## src/design/cpu_bus_address_decoder_core_assert.svh

```systemverilog
// Assertion macros for the bus address decoder.
`ifndef CPU_BUS_ADDRESS_DECODER_CORE_ASSERT_SVH
`define CPU_BUS_ADDRESS_DECODER_CORE_ASSERT_SVH
`ifndef SYNTHESIS
`define CBAD_ASSERT_IMP(label, clk, rst_n, ante, cons) \
	label: assert property (@(posedge clk) disable iff (!rst_n) (ante) |-> (cons)) \
		else $error("decoder assertion failed");
`define CBAD_ASSERT_NEXT(label, clk, rst_n, ante, cons) \
	label: assert property (@(posedge clk) disable iff (!rst_n) (ante) |=> (cons)) \
		else $error("decoder assertion failed");
`else
`define CBAD_ASSERT_IMP(label, clk, rst_n, ante, cons)
`define CBAD_ASSERT_NEXT(label, clk, rst_n, ante, cons)
`endif
`endif

```

## src/design/cbad_pkg.sv

```systemverilog
// Types, codes and constants shared by the bus address decoder.
package cbad_pkg;

	typedef enum logic [1:0] {
		OP_READ  = 2'd0,
		OP_WRITE = 2'd1,
		OP_DEBUG = 2'd2,
		OP_NONE  = 2'd3
	} op_t;

	typedef enum logic [3:0] {
		TGT_NONE     = 4'd0,
		TGT_MEMORY   = 4'd1,
		TGT_MMU      = 4'd2,
		TGT_SERIAL_A = 4'd3,
		TGT_DISK     = 4'd4,
		TGT_NET      = 4'd5,
		TGT_PARALLEL = 4'd6,
		TGT_CLOCK    = 4'd7,
		TGT_SERIAL_B = 4'd8,
		TGT_MMU_LATCH = 4'd9,
		TGT_DEBUG    = 4'd10,
		TGT_LATCH    = 4'd11
	} target_t;

	localparam int unsigned CfgIdxW = 3;

	localparam logic [CfgIdxW-1:0] CFG_SERIAL_A_PRESENT = 3'd0;
	localparam logic [CfgIdxW-1:0] CFG_SERIAL_A_NARROW  = 3'd1;
	localparam logic [CfgIdxW-1:0] CFG_DISK_PRESENT     = 3'd2;
	localparam logic [CfgIdxW-1:0] CFG_NET_PRESENT      = 3'd3;
	localparam logic [CfgIdxW-1:0] CFG_CLOCK_PRESENT    = 3'd4;
	localparam logic [CfgIdxW-1:0] CFG_SERIAL_B_PRESENT = 3'd5;
	localparam logic [CfgIdxW-1:0] CFG_MMU_PRESENT      = 3'd6;

	localparam logic [1:0] QUAD_MEMORY = 2'd0;
	localparam logic [1:0] QUAD_LATCH  = 2'd2;
	localparam logic [1:0] QUAD_IO     = 2'd3;

	localparam logic [7:0] PORT_MMU_LATCH = 8'h38;
	localparam logic [7:0] PORT_DEBUG     = 8'h00;
	localparam logic [7:0] PORT_CLOCK     = 8'h0C;
	localparam logic [7:0] PORT_NET_LO    = 8'h28;
	localparam logic [7:0] PORT_NET_HI    = 8'h2C;

	typedef struct packed {
		logic serial_a_present;
		logic serial_a_narrow;
		logic disk_present;
		logic net_present;
		logic clock_present;
		logic serial_b_present;
		logic mmu_present;
	} cfg_t;

	localparam cfg_t FITTED_AT_RESET = '{serial_b_present: 1'b1, default: 1'b0};

	typedef struct packed {
		target_t     target;
		logic [19:0] target_address;
		logic [7:0]  data_out;
		logic        is_write;
		logic        supervisor;
	} res_t;

endpackage

```

## src/design/cbad_cfg.sv

```systemverilog
// Configuration register file of the bus address decoder.
module cbad_cfg (
	input  logic                          clk,
	input  logic                          arst_n,
	input  logic                          cfg_valid,
	input  logic [cbad_pkg::CfgIdxW-1:0]  cfg_index,
	input  logic                          cfg_data,
	output cbad_pkg::cfg_t                cfg
);

	cbad_pkg::cfg_t cfg_q;

	always_ff @(posedge clk or negedge arst_n) begin
		if (!arst_n) begin
			cfg_q <= cbad_pkg::FITTED_AT_RESET;
		end else if (cfg_valid) begin
			unique case (cfg_index)
				cbad_pkg::CFG_SERIAL_A_PRESENT: cfg_q.serial_a_present <= cfg_data;
				cbad_pkg::CFG_SERIAL_A_NARROW:  cfg_q.serial_a_narrow  <= cfg_data;
				cbad_pkg::CFG_DISK_PRESENT:     cfg_q.disk_present     <= cfg_data;
				cbad_pkg::CFG_NET_PRESENT:      cfg_q.net_present      <= cfg_data;
				cbad_pkg::CFG_CLOCK_PRESENT:    cfg_q.clock_present    <= cfg_data;
				cbad_pkg::CFG_SERIAL_B_PRESENT: cfg_q.serial_b_present <= cfg_data;
				cbad_pkg::CFG_MMU_PRESENT:      cfg_q.mmu_present      <= cfg_data;
				default: cfg_q <= cfg_q;
			endcase
		end
	end

	assign cfg = cfg_q;

endmodule

```

## src/design/cbad_decode.sv

```systemverilog
// Combinational decode of one bus access into a target and address.
module cbad_decode (
	input  cbad_pkg::op_t   op,
	input  logic [23:0]     bus_address,
	input  logic [7:0]      write_data,
	input  cbad_pkg::cfg_t  cfg,
	input  logic [7:0]      latch,
	output cbad_pkg::res_t  res,
	output logic            latch_we
);

	logic        wr;
	logic        locked;
	logic [1:0]  quad;
	logic [7:0]  port;
	logic [19:0] mem_addr;
	logic [19:0] xlate_addr;
	cbad_pkg::target_t io_tgt;
	logic [3:0]  io_off;

	assign wr         = (op == cbad_pkg::OP_WRITE);
	assign locked     = latch[0];
	assign quad       = bus_address[23:22];
	assign port       = bus_address[15:8];
	assign mem_addr   = {bus_address[19] | latch[2], bus_address[18:16],
		bus_address[7:0], bus_address[15:8]};
	assign xlate_addr = {2'b00, bus_address[17:16], bus_address[15:0]};

	always_comb begin
		io_tgt = cbad_pkg::TGT_NONE;
		io_off = '0;
		priority if (cfg.serial_a_present && cfg.serial_a_narrow
				&& port[7:3] == 5'b10000) begin
			io_tgt = cbad_pkg::TGT_SERIAL_A;
			io_off = {3'b000, port[0]};
		end else if (cfg.serial_a_present && !cfg.serial_a_narrow
				&& port[7:6] == 2'b10) begin
			io_tgt = cbad_pkg::TGT_SERIAL_A;
			io_off = {3'b000, port[0]};
		end else if (cfg.disk_present && port[7:3] == 5'b00010) begin
			io_tgt = cbad_pkg::TGT_DISK;
			io_off = {1'b0, port[2:0]};
		end else if (cfg.net_present && port >= cbad_pkg::PORT_NET_LO
				&& port <= cbad_pkg::PORT_NET_HI) begin
			io_tgt = cbad_pkg::TGT_NET;
			io_off = {2'b00, port[1:0]};
		end else if (wr && cfg.mmu_present && port == cbad_pkg::PORT_MMU_LATCH) begin
			io_tgt = cbad_pkg::TGT_MMU_LATCH;
		end else if (port[7:4] == 4'h6) begin
			io_tgt = cbad_pkg::TGT_PARALLEL;
			io_off = port[3:0];
		end else if (cfg.clock_present && port == cbad_pkg::PORT_CLOCK) begin
			io_tgt = cbad_pkg::TGT_CLOCK;
		end else if (cfg.serial_b_present && port[7:4] == 4'hC) begin
			io_tgt = cbad_pkg::TGT_SERIAL_B;
			io_off = port[3:0];
		end else if (wr && port == cbad_pkg::PORT_DEBUG) begin
			io_tgt = cbad_pkg::TGT_DEBUG;
		end else begin
			io_tgt = cbad_pkg::TGT_NONE;
		end
	end

	always_comb begin
		res            = '0;
		res.target     = cbad_pkg::TGT_NONE;
		res.supervisor = ~locked;
		latch_we       = 1'b0;
		priority if (op == cbad_pkg::OP_NONE) begin
			res.target = cbad_pkg::TGT_NONE;
		end else if (quad == cbad_pkg::QUAD_MEMORY) begin
			if (!(wr && !mem_addr[19])) begin
				res.is_write = wr;
				res.data_out = wr ? write_data : 8'h00;
				if (cfg.mmu_present && mem_addr[19]) begin
					res.target         = cbad_pkg::TGT_MMU;
					res.target_address = xlate_addr;
				end else begin
					res.target         = cbad_pkg::TGT_MEMORY;
					res.target_address = mem_addr;
				end
			end
		end else if (quad == cbad_pkg::QUAD_LATCH) begin
			if (wr && !locked) begin
				latch_we     = 1'b1;
				res.target   = cbad_pkg::TGT_LATCH;
				res.data_out = write_data;
				res.is_write = 1'b1;
			end
		end else if (quad == cbad_pkg::QUAD_IO) begin
			if (op != cbad_pkg::OP_DEBUG && !locked
					&& io_tgt != cbad_pkg::TGT_NONE) begin
				res.target         = io_tgt;
				res.target_address = {16'h0000, io_off};
				res.data_out       = wr ? write_data : 8'h00;
				res.is_write       = wr;
			end
		end else begin
			res.target = cbad_pkg::TGT_NONE;
		end
	end

endmodule

```

## src/design/cpu_bus_address_decoder_core.sv

```systemverilog
// Top level of the bus address decoder: input stage, decode, result stage.
//
// One bus access enters per s_tvalid/s_tready word: tuser carries the op
// code, tdata the 24-bit bus address and the write byte. Each access gives
// exactly one result word on the m_ group: tuser is the target code, tdata
// the target address or register offset, the write byte, the write flag
// and the supervisor flag.
// Device presence bits are written through cfg_valid/cfg_index/cfg_data,
// always ready; write them only while no access is in flight.
// An accepted access is held in the input register, decoded, and loaded
// into the result register, which drives m_tvalid. One access is taken
// every cycle unless m_tready stalls, set by the single decode stage
// between the input and result registers. The control latch is written in
// the same edge that loads the result, so the next access already sees it.
// When the receiver holds m_tready low, the result register holds, the
// input register fills, and s_tready then drops until the result moves.
// Reset clears both stages, the control latch and the presence bits
// (second serial controller marked fitted).
`include "cpu_bus_address_decoder_core_assert.svh"

module cpu_bus_address_decoder_core (
	input  logic                          clk,
	input  logic                          arst_n,
	input  logic                          s_tvalid,
	output logic                          s_tready,
	input  logic [31:0]                   s_tdata,   // bus_address[23:0], write_data[31:24]
	input  logic [1:0]                    s_tuser,   // op[1:0]
	output logic                          m_tvalid,
	input  logic                          m_tready,
	output logic [31:0]                   m_tdata,   // target_address[19:0], data_out[27:20],
	                                                 // is_write[28], supervisor[29], zero[31:30]
	output logic [3:0]                    m_tuser,   // target[3:0]
	input  logic                          cfg_valid,
	output logic                          cfg_ready,
	input  logic [cbad_pkg::CfgIdxW-1:0]  cfg_index,
	input  logic                          cfg_data
);

	cbad_pkg::cfg_t   cfg;
	cbad_pkg::res_t   dec_res;
	logic             dec_latch_we;

	logic             valid_s1;
	cbad_pkg::op_t    op_s1;
	logic [23:0]      addr_s1;
	logic [7:0]       wdata_s1;
	logic             valid_s2;
	cbad_pkg::res_t   res_s2;
	logic [7:0]       latch_q;
	logic             load_s2;
	logic             take_s1;

	assign cfg_ready = 1'b1;

	cbad_cfg u_cfg (
		.clk       (clk),
		.arst_n    (arst_n),
		.cfg_valid (cfg_valid),
		.cfg_index (cfg_index),
		.cfg_data  (cfg_data),
		.cfg       (cfg)
	);

	assign load_s2  = valid_s1 && (!valid_s2 || m_tready);
	assign s_tready = !valid_s1 || load_s2;
	assign take_s1  = s_tvalid && s_tready;

	always_ff @(posedge clk or negedge arst_n) begin
		if (!arst_n) begin
			valid_s1 <= 1'b0;
			valid_s2 <= 1'b0;
			latch_q  <= '0;
		end else begin
			if (take_s1) begin
				valid_s1 <= 1'b1;
			end else if (load_s2) begin
				valid_s1 <= 1'b0;
			end
			if (load_s2) begin
				valid_s2 <= 1'b1;
			end else if (m_tready) begin
				valid_s2 <= 1'b0;
			end
			if (load_s2 && dec_latch_we) begin
				latch_q <= wdata_s1;
			end
		end
	end

	always_ff @(posedge clk) begin
		if (take_s1) begin
			op_s1    <= cbad_pkg::op_t'(s_tuser);
			addr_s1  <= s_tdata[23:0];
			wdata_s1 <= s_tdata[31:24];
		end
		if (load_s2) begin
			res_s2 <= dec_res;
		end
	end

	cbad_decode u_decode (
		.op          (op_s1),
		.bus_address (addr_s1),
		.write_data  (wdata_s1),
		.cfg         (cfg),
		.latch       (latch_q),
		.res         (dec_res),
		.latch_we    (dec_latch_we)
	);

	assign m_tvalid = valid_s2;
	assign m_tuser  = res_s2.target;
	assign m_tdata  = {2'b00, res_s2.supervisor, res_s2.is_write, res_s2.data_out,
		res_s2.target_address};

	`CBAD_ASSERT_IMP(a_none_clean, clk, arst_n,
		valid_s2 && res_s2.target == cbad_pkg::TGT_NONE,
		res_s2.target_address == 20'h0 && res_s2.data_out == 8'h00 && !res_s2.is_write)
	`CBAD_ASSERT_IMP(a_latch_is_write, clk, arst_n,
		valid_s2 && res_s2.target == cbad_pkg::TGT_LATCH,
		res_s2.is_write && res_s2.target_address == 20'h0)
	`CBAD_ASSERT_IMP(a_locked_no_io, clk, arst_n,
		valid_s2 && !res_s2.supervisor,
		res_s2.target == cbad_pkg::TGT_NONE || res_s2.target == cbad_pkg::TGT_MEMORY
		|| res_s2.target == cbad_pkg::TGT_MMU)
	`CBAD_ASSERT_NEXT(a_drain, clk, arst_n,
		valid_s2 && m_tready && !load_s2, !valid_s2)

endmodule
```

## config.mk

```make
export PLATFORM = sky130hd
export DESIGN_NAME = cpu_bus_address_decoder_core
export DESIGN_NICKNAME = d
export VERILOG_FILES = /design/src/design/cbad_pkg.sv /design/src/design/cbad_cfg.sv /design/src/design/cbad_decode.sv /design/src/design/cpu_bus_address_decoder_core.sv
export VERILOG_INCLUDE_DIRS = /design/src /design/src/design
export SDC_FILE = /design/constraint.sdc
export NUM_CORES = 1
export LEC_CHECK = 0
export ABC_AREA = 1
export BUFFER_PORTS_ARGS = -buffer_cell sky130_fd_sc_hd__clkbuf_2
export CORE_MARGIN = 2
export CORE_UTILIZATION = 40
export DETAILED_ROUTE_END_ITERATION = 12
export PLACE_DENSITY = 0.74
export SLEW_MARGIN = 20
export SYNTH_ARGS = -nofsm -noshare
export SYNTH_HDL_FRONTEND = slang
export SYNTH_SLANG_ARGS = --single-unit
export TNS_END_PERCENT = 100
```

## constraint.sdc

```tcl
create_clock -name clk -period 3.06 [get_ports clk]
set_clock_uncertainty 0.05 [all_clocks]
set_input_delay 0.459 -clock clk [delete_from_list [all_inputs] [get_ports clk]]
set_output_delay 0.459 -clock clk [all_outputs]
set_load 0.1 [all_outputs]
```

## Word-level counts from Yosys, hierarchy flattened

Index checks and enable logic that the tools add are counted.

| word-level totals | value |
|---|---|
| register bits | 80 |
| latch bits | 0 |
| memory bits (writable) | 0 |
| bits in read-only memories | 0 |
| bits of input ports | 43 |
| output and inout port bits | 39 |
| logic and storage cells | 117 |
| memories kept | 0 |

| cells by class | value |
|---|---|
| add/sub/neg operators | 0 |
| multipliers | 0 |
| div/mod/pow operators | 0 |
| magnitude comparators | 2 |
| eq/ne operators | 18 |
| shift-type cells | 0 |
| multiplexer cells | 37 |
| bitwise operators | 2 |
| reductions and logical operators | 40 |

Operators by type and width:

| kind | count |
|---|---|
| two-way mux 33 bit | 3 |
| two-way mux 4 bit | 20 |
| two-way mux 29 bit | 1 |
| two-way mux 22 bit | 1 |
| logical AND 1 bit | 20 |
| two-way mux 20 bit | 1 |
| two-way mux 9 bit | 2 |
| AND reduction 2 bit | 7 |
| == test 3 bit, second input constant | 3 |
| == test 2 bit, second input constant | 4 |
| == test 8 x 4 -> 1 bit, second input constant | 1 |
| == test 8 x 6 -> 1 bit, second input constant | 1 |
| greater-or-equal comparator 8 x 6 -> 1 bit, second input constant | 1 |
| less-or-equal comparator 8 x 6 -> 1 bit, second input constant | 1 |
| zero test 8 bit | 1 |
| two-way mux 1 bit | 8 |
| two-way mux 8 bit | 1 |
| == test 3 x 2 -> 1 bit, second input constant | 2 |
| == test 5 x 2 -> 1 bit, second input constant | 1 |
| == test 5 bit, second input constant | 1 |
| zero test 1 bit | 5 |
| == test 4 x 3 -> 1 bit, second input constant | 1 |
| == test 4 bit, second input constant | 1 |
| nonzero test 2 bit | 2 |
| other kinds (9) | 10 |

## Depth between registers and ports, before layout

| logic depth | value |
|---|---|
| word-level depth | 17 |
| gate-level depth with buffers | 12 |
| depth with buffers taken out | 11 |

## Modules after synthesis

A second synthesis with hierarchy kept.

| second synthesis, totals | value |
|---|---|
| cell total of the unflattened synthesis | 333 |
| area total of the unflattened synthesis | 3682.3 um^2 |

By module, submodules not included:

| module | times used | cells each | area each (um^2) | sequential area each (um^2) |
|---|---|---|---|---|
| cpu_bus_address_decoder_core | 1 | 119 | 2521.2 | 2292.2 |
| cbad_decode | 1 | 168 | 817.0 | 0.0 |
| cbad_cfg | 1 | 46 | 344.1 | 176.4 |

## Least setup slack after synthesis

OpenSTA, ideal clock, no wires.

| timing | value |
|---|---|
| path kind | register to register |
| from | register valid_s2, in the netlist m_tvalid |
| to | register latch_q[2] |
| arrival time | 3.162 ns |
| required time | 2.885 ns |
| setup slack | -0.276 ns |
| cell stages (with the launch flop) | 4 |
| clock period less this slack | 3.336 ns |
| cells stage by stage | dfrtp_1 a21oi_1 nand2_1 mux2_2 |

| on the way | value |
|---|---|
| word-level cells in the longest chain between the ends | 4 |

RTL lines:

| element | RTL line | text |
|---|---|---|
| from (decl) | cpu_bus_address_decoder_core.sv:47 | `logic valid_s2;` |
| from (signal assigned) | cpu_bus_address_decoder_core.sv:71 | `valid_s2 <= 1'b0;` |
| from (signal assigned) | cpu_bus_address_decoder_core.sv:80 | `valid_s2 <= 1'b1;` |
| from (signal assigned) | cpu_bus_address_decoder_core.sv:82 | `valid_s2 <= 1'b0;` |
| zero test 1 bit | cpu_bus_address_decoder_core.sv:64 | `assign load_s2 = valid_s1 && (!valid_s2 \|\| m_tready);` |
| logical OR 1 bit | cpu_bus_address_decoder_core.sv:64 |  |
| logical AND 1 bit | cpu_bus_address_decoder_core.sv:64 |  |
| named net load_s2 | cpu_bus_address_decoder_core.sv:50 | `logic load_s2;` |
| logical AND 1 bit | cpu_bus_address_decoder_core.sv:84 | `if (load_s2 && dec_latch_we) begin` |
| to (signal assigned) | cpu_bus_address_decoder_core.sv:85 | `latch_q <= wdata_s1;` |
| to (decl) | cpu_bus_address_decoder_core.sv:49 | `logic [7:0] latch_q;` |

The timed path passes the listed nets, and every way through them passes these cells.
A chain may end at the register's enable or synchronous reset.

## Final worst setup path

| timing | value |
|---|---|
| from | register latch_q[2] |
| to | register res_s2 (netlist bit m_tdata[2]) (data pin) |

| on the way | value |
|---|---|
| word-level cells in the longest chain between the ends | 5 |
| elaborated cells between the ends (all ways) | 7 |
| classes of those cells | mux (3); bitwise (1); reduce/logical (3) |

RTL lines:

| element | RTL line | text |
|---|---|---|
| bitwise OR 1 bit * | cbad_decode.sv:25 | `assign mem_addr = {bus_address[19] \| latch[2], bus_address[18:16],` |
| logical AND 1 bit / zero test 1 bit (equally long branches) | cbad_decode.sv:75, cbad_decode.sv:72 |  |
| two-way mux 22 bit / logical AND 1 bit (equally long branches) | cbad_decode.sv:75, cbad_decode.sv:72 |  |
| two-way mux 33 bit * | cbad_decode.sv:72 | `if (!(wr && !mem_addr[19])) begin` |
| two-way mux 33 bit * | cbad_decode.sv:71 | `end else if (quad == cbad_pkg::QUAD_MEMORY) begin` |
| to (signal assigned) | cpu_bus_address_decoder_core.sv:97 | `res_s2 <= dec_res;` |
| to (decl) | cpu_bus_address_decoder_core.sv:48 | `cbad_pkg::res_t res_s2;` |

Every way passes the cells marked *; elsewhere a longest branch is shown, timed or not.

==> flow_metrics.tcl <==
set metrics [dict create \
    rows 33 \
    slew_violations 0 \
    cts_tree "yes" \
    clkLatencyLatePin_ns 0.34 \
    fin_crit_sh_pct 66.20 \
    grt_pass1_vias 2436 \
    viasPerCell 4.949 \
    die_h_um 97.02 \
    cp_max_fo 17 \
    relSlewSlack_pct 52.73 \
    final_antenna_net_count 0 \
    drc 0 \
    io_pins 82 \
    async_reset_ff_share_pct 14.29 \
    synth_top_area_share_pct 57.27 \
    tightest_slew_ns 0.7075 \
    grt_pass1_wl_um 11380 \
    gp_congestion 0.8783 \
    setup_viol 0 \
    synth_edf_count 66 \
    synthFlopType "edfxtp_1" \
    hpwlAfterDp_um 5175 \
    drt-initial-drc-count 207 \
    start_util_pct 41.70 \
    syn_to_final_growth_pct 19.60 \
    fin_setup_tns_ns 0 \
    die_area_um2 9412 \
    hold_slack_ns 0.2346 \
    port_buffers 76 \
    cellLeakagePower_nw 1.818 \
    nFillCells 749 \
    rsz0062_at_grt "false" \
    critPathRequiredTime_ns 3.10 \
    drtPass1Iterations 5 \
    grt_overflow 0 \
    synth_top_area_cell "edfxtp_1" \
    vias 2539 \
    drive_gt1_share_pct 28.92 \
    core_area_um2 8299 \
    finalHoldViolCount 0 \
    antenna_found_initial 0 \
    synth_area_leaders "edfxtp_1 (57%), nand2_1 (8.0%), dfrtp_1 (7.2%), a21oi_1 (3.8%), inv_1 (3.6%)" \
    die_x_um 97.02 \
    cts_sinks 77 \
    netlist_instances 321 \
    grt_util_all_layers_pct 15.19 \
    htreeDepth 3 \
    yosys_register_bits 77 \
    design_area_um2 4139 \
    diodes 0 \
    yosysUniqueCellTypes 31 \
    final_cell_mix "clkbuf_2 (76), nand2_1 (74), edfxtp_1 (66)" \
    crit_type "reg -> reg" \
    powerDensity_nw_per_um2 633.1 \
    syn_area_um2 3461 \
    seq_area_frac_synth_pct 65.26 \
    cts_root_buf "clkbuf_8" \
    reg2reg_slack_ns 1.03 \
    synth-warning-count 0 \
    ir_worst_vdd_mv 0.2941 \
    syn_area_per_cell_um2 10.78 \
    status "complete, no violations" \
    wl_um 6934 \
    drv_cap 0 \
    cts_buffers 9 \
    fmax_mhz 493.6 \
    num-nets-final 446 \
    cts_max_path_buffers 2 \
    startpoint_type "flip-flop" \
    fin_crit_ns 2.026 \
    avgRoutedWirePerCell_um 13.52 \
    arrival_ns 2.07 \
    grt_max_degree 33 \
    cts_resized 0 \
    post_dp_cell_area_um2 3963 \
    path_clk_slew_ns 0.08 \
    final_common_cell "clkbuf_2" \
    critical_path.endpoint_type "flip-flop" \
    min_path_type "in -> reg" \
    finalCoreUtilization_pct 49.87 \
]
==> through the flow <==
step	cells	total power (W)	setup slack (ns)
after floorplan	322	0.001875	0.3421
after global placement	496	0.001996	1.056
after detailed placement	496	0.002009	1.054
after CTS	513	0.002641	1.049
after global routing	513	0.002731	0.9086
final	513	0.002620	1.034
==> critical path, stage by stage (launching register included) <==
cell	delay, ns
dfrtp_1	0.38
nor2_1	0.30
nor2_1	0.07
buf_4	0.21
inv_1	0.33
nor2_1	0.14
a32oi_1	0.22
a21oi_2	0.08
==> routing by layer <==
layer	share of wire, %	GRT usage [%]	vias to the layer above
met4	3.0	7.801	0
met1	43	19.36	1158
met3	6.0	3.829	16
met5	0	0	-
met2	48	24.04	98
li1	-	-	1267
==> flip-flops by register name, summed over array words and instances, names as in the netlist <==
signal,cells
addr_s1,22
latch_q,2
m_tdata,30
m_tuser,4
m_tvalid,1
op_s1,2
u_cfg.cfg,7
valid_s1,1
wdata_s1,8
==> synth_stat cells, drive strengths merged (3+ instances only) <==
master   n
nor2    30
dfrtp   10
o21ai    4
inv     35
a21oi   27
nand3   30
nand4   10
a31oi    6
edfxtp  66
a32oi    3
buf      8
nor3     4
nand2   77
==> logic make-up after synthesis <==
family                 count (synthesis)  synth area share, %
DFF                                   77                65.26
muxes                                  1               0.3254
other                                  2               0.2170
and+or+nand+nor                      154                21.51
AOI/OAI and AO/OA                     42                7.014
buffers and inverters                 45                5.676
==> final timing paths <==
| path | depth (start not counted) | end | start |
|---|---|---|---|
| setup / recovery | 7 | m_tdata[2] | latch_q[2] |
| hold / removal | 1 | addr_s1[16] | s_tdata[16] |
| setup reg to reg | 7 | m_tdata[2] | latch_q[2] |
| hold reg to reg | 2 | latch_q[0] | latch_q[0] |
| max in group asynchronous | 2 | u_cfg.cfg[1] | arst_n |
| min in group asynchronous | 2 | u_cfg.cfg[3] | arst_n |
==> layout make-up <==
cell class,count,area [µm²],share of cell area (%)
Multi-Input combinational cell,200,1026,24.79
Tap cell,105,131.4,3.174
Sequential cell,77,2258,54.56
Timing Repair Buffer,80,425.4,10.28
Clock buffer,9,123.9,2.993
Clock inverter,7,42.54,1.028
Inverter,35,131.4,3.174
==> report_power, final <==
group	leakage, nW	internal [W]	switching [W]	total, W
Clock	0.0824	0.000288	0.000350	0.000638
Sequential	0.768	0.00126	0.0000576	0.00132
Combinational	0.967	0.000114	0.000550	0.000664
Total	1.82	0.00166	0.000957	0.00262
==> timing repair <==
| item | in CTS | in global routing |
|---|---|---|
| setup buffers | 0 | 0 |
| hold endpoints to repair | 10 | 0 |
| hold buffers | 1 | 0 |
No activity file was read; power rests on OpenSTA's default activity.
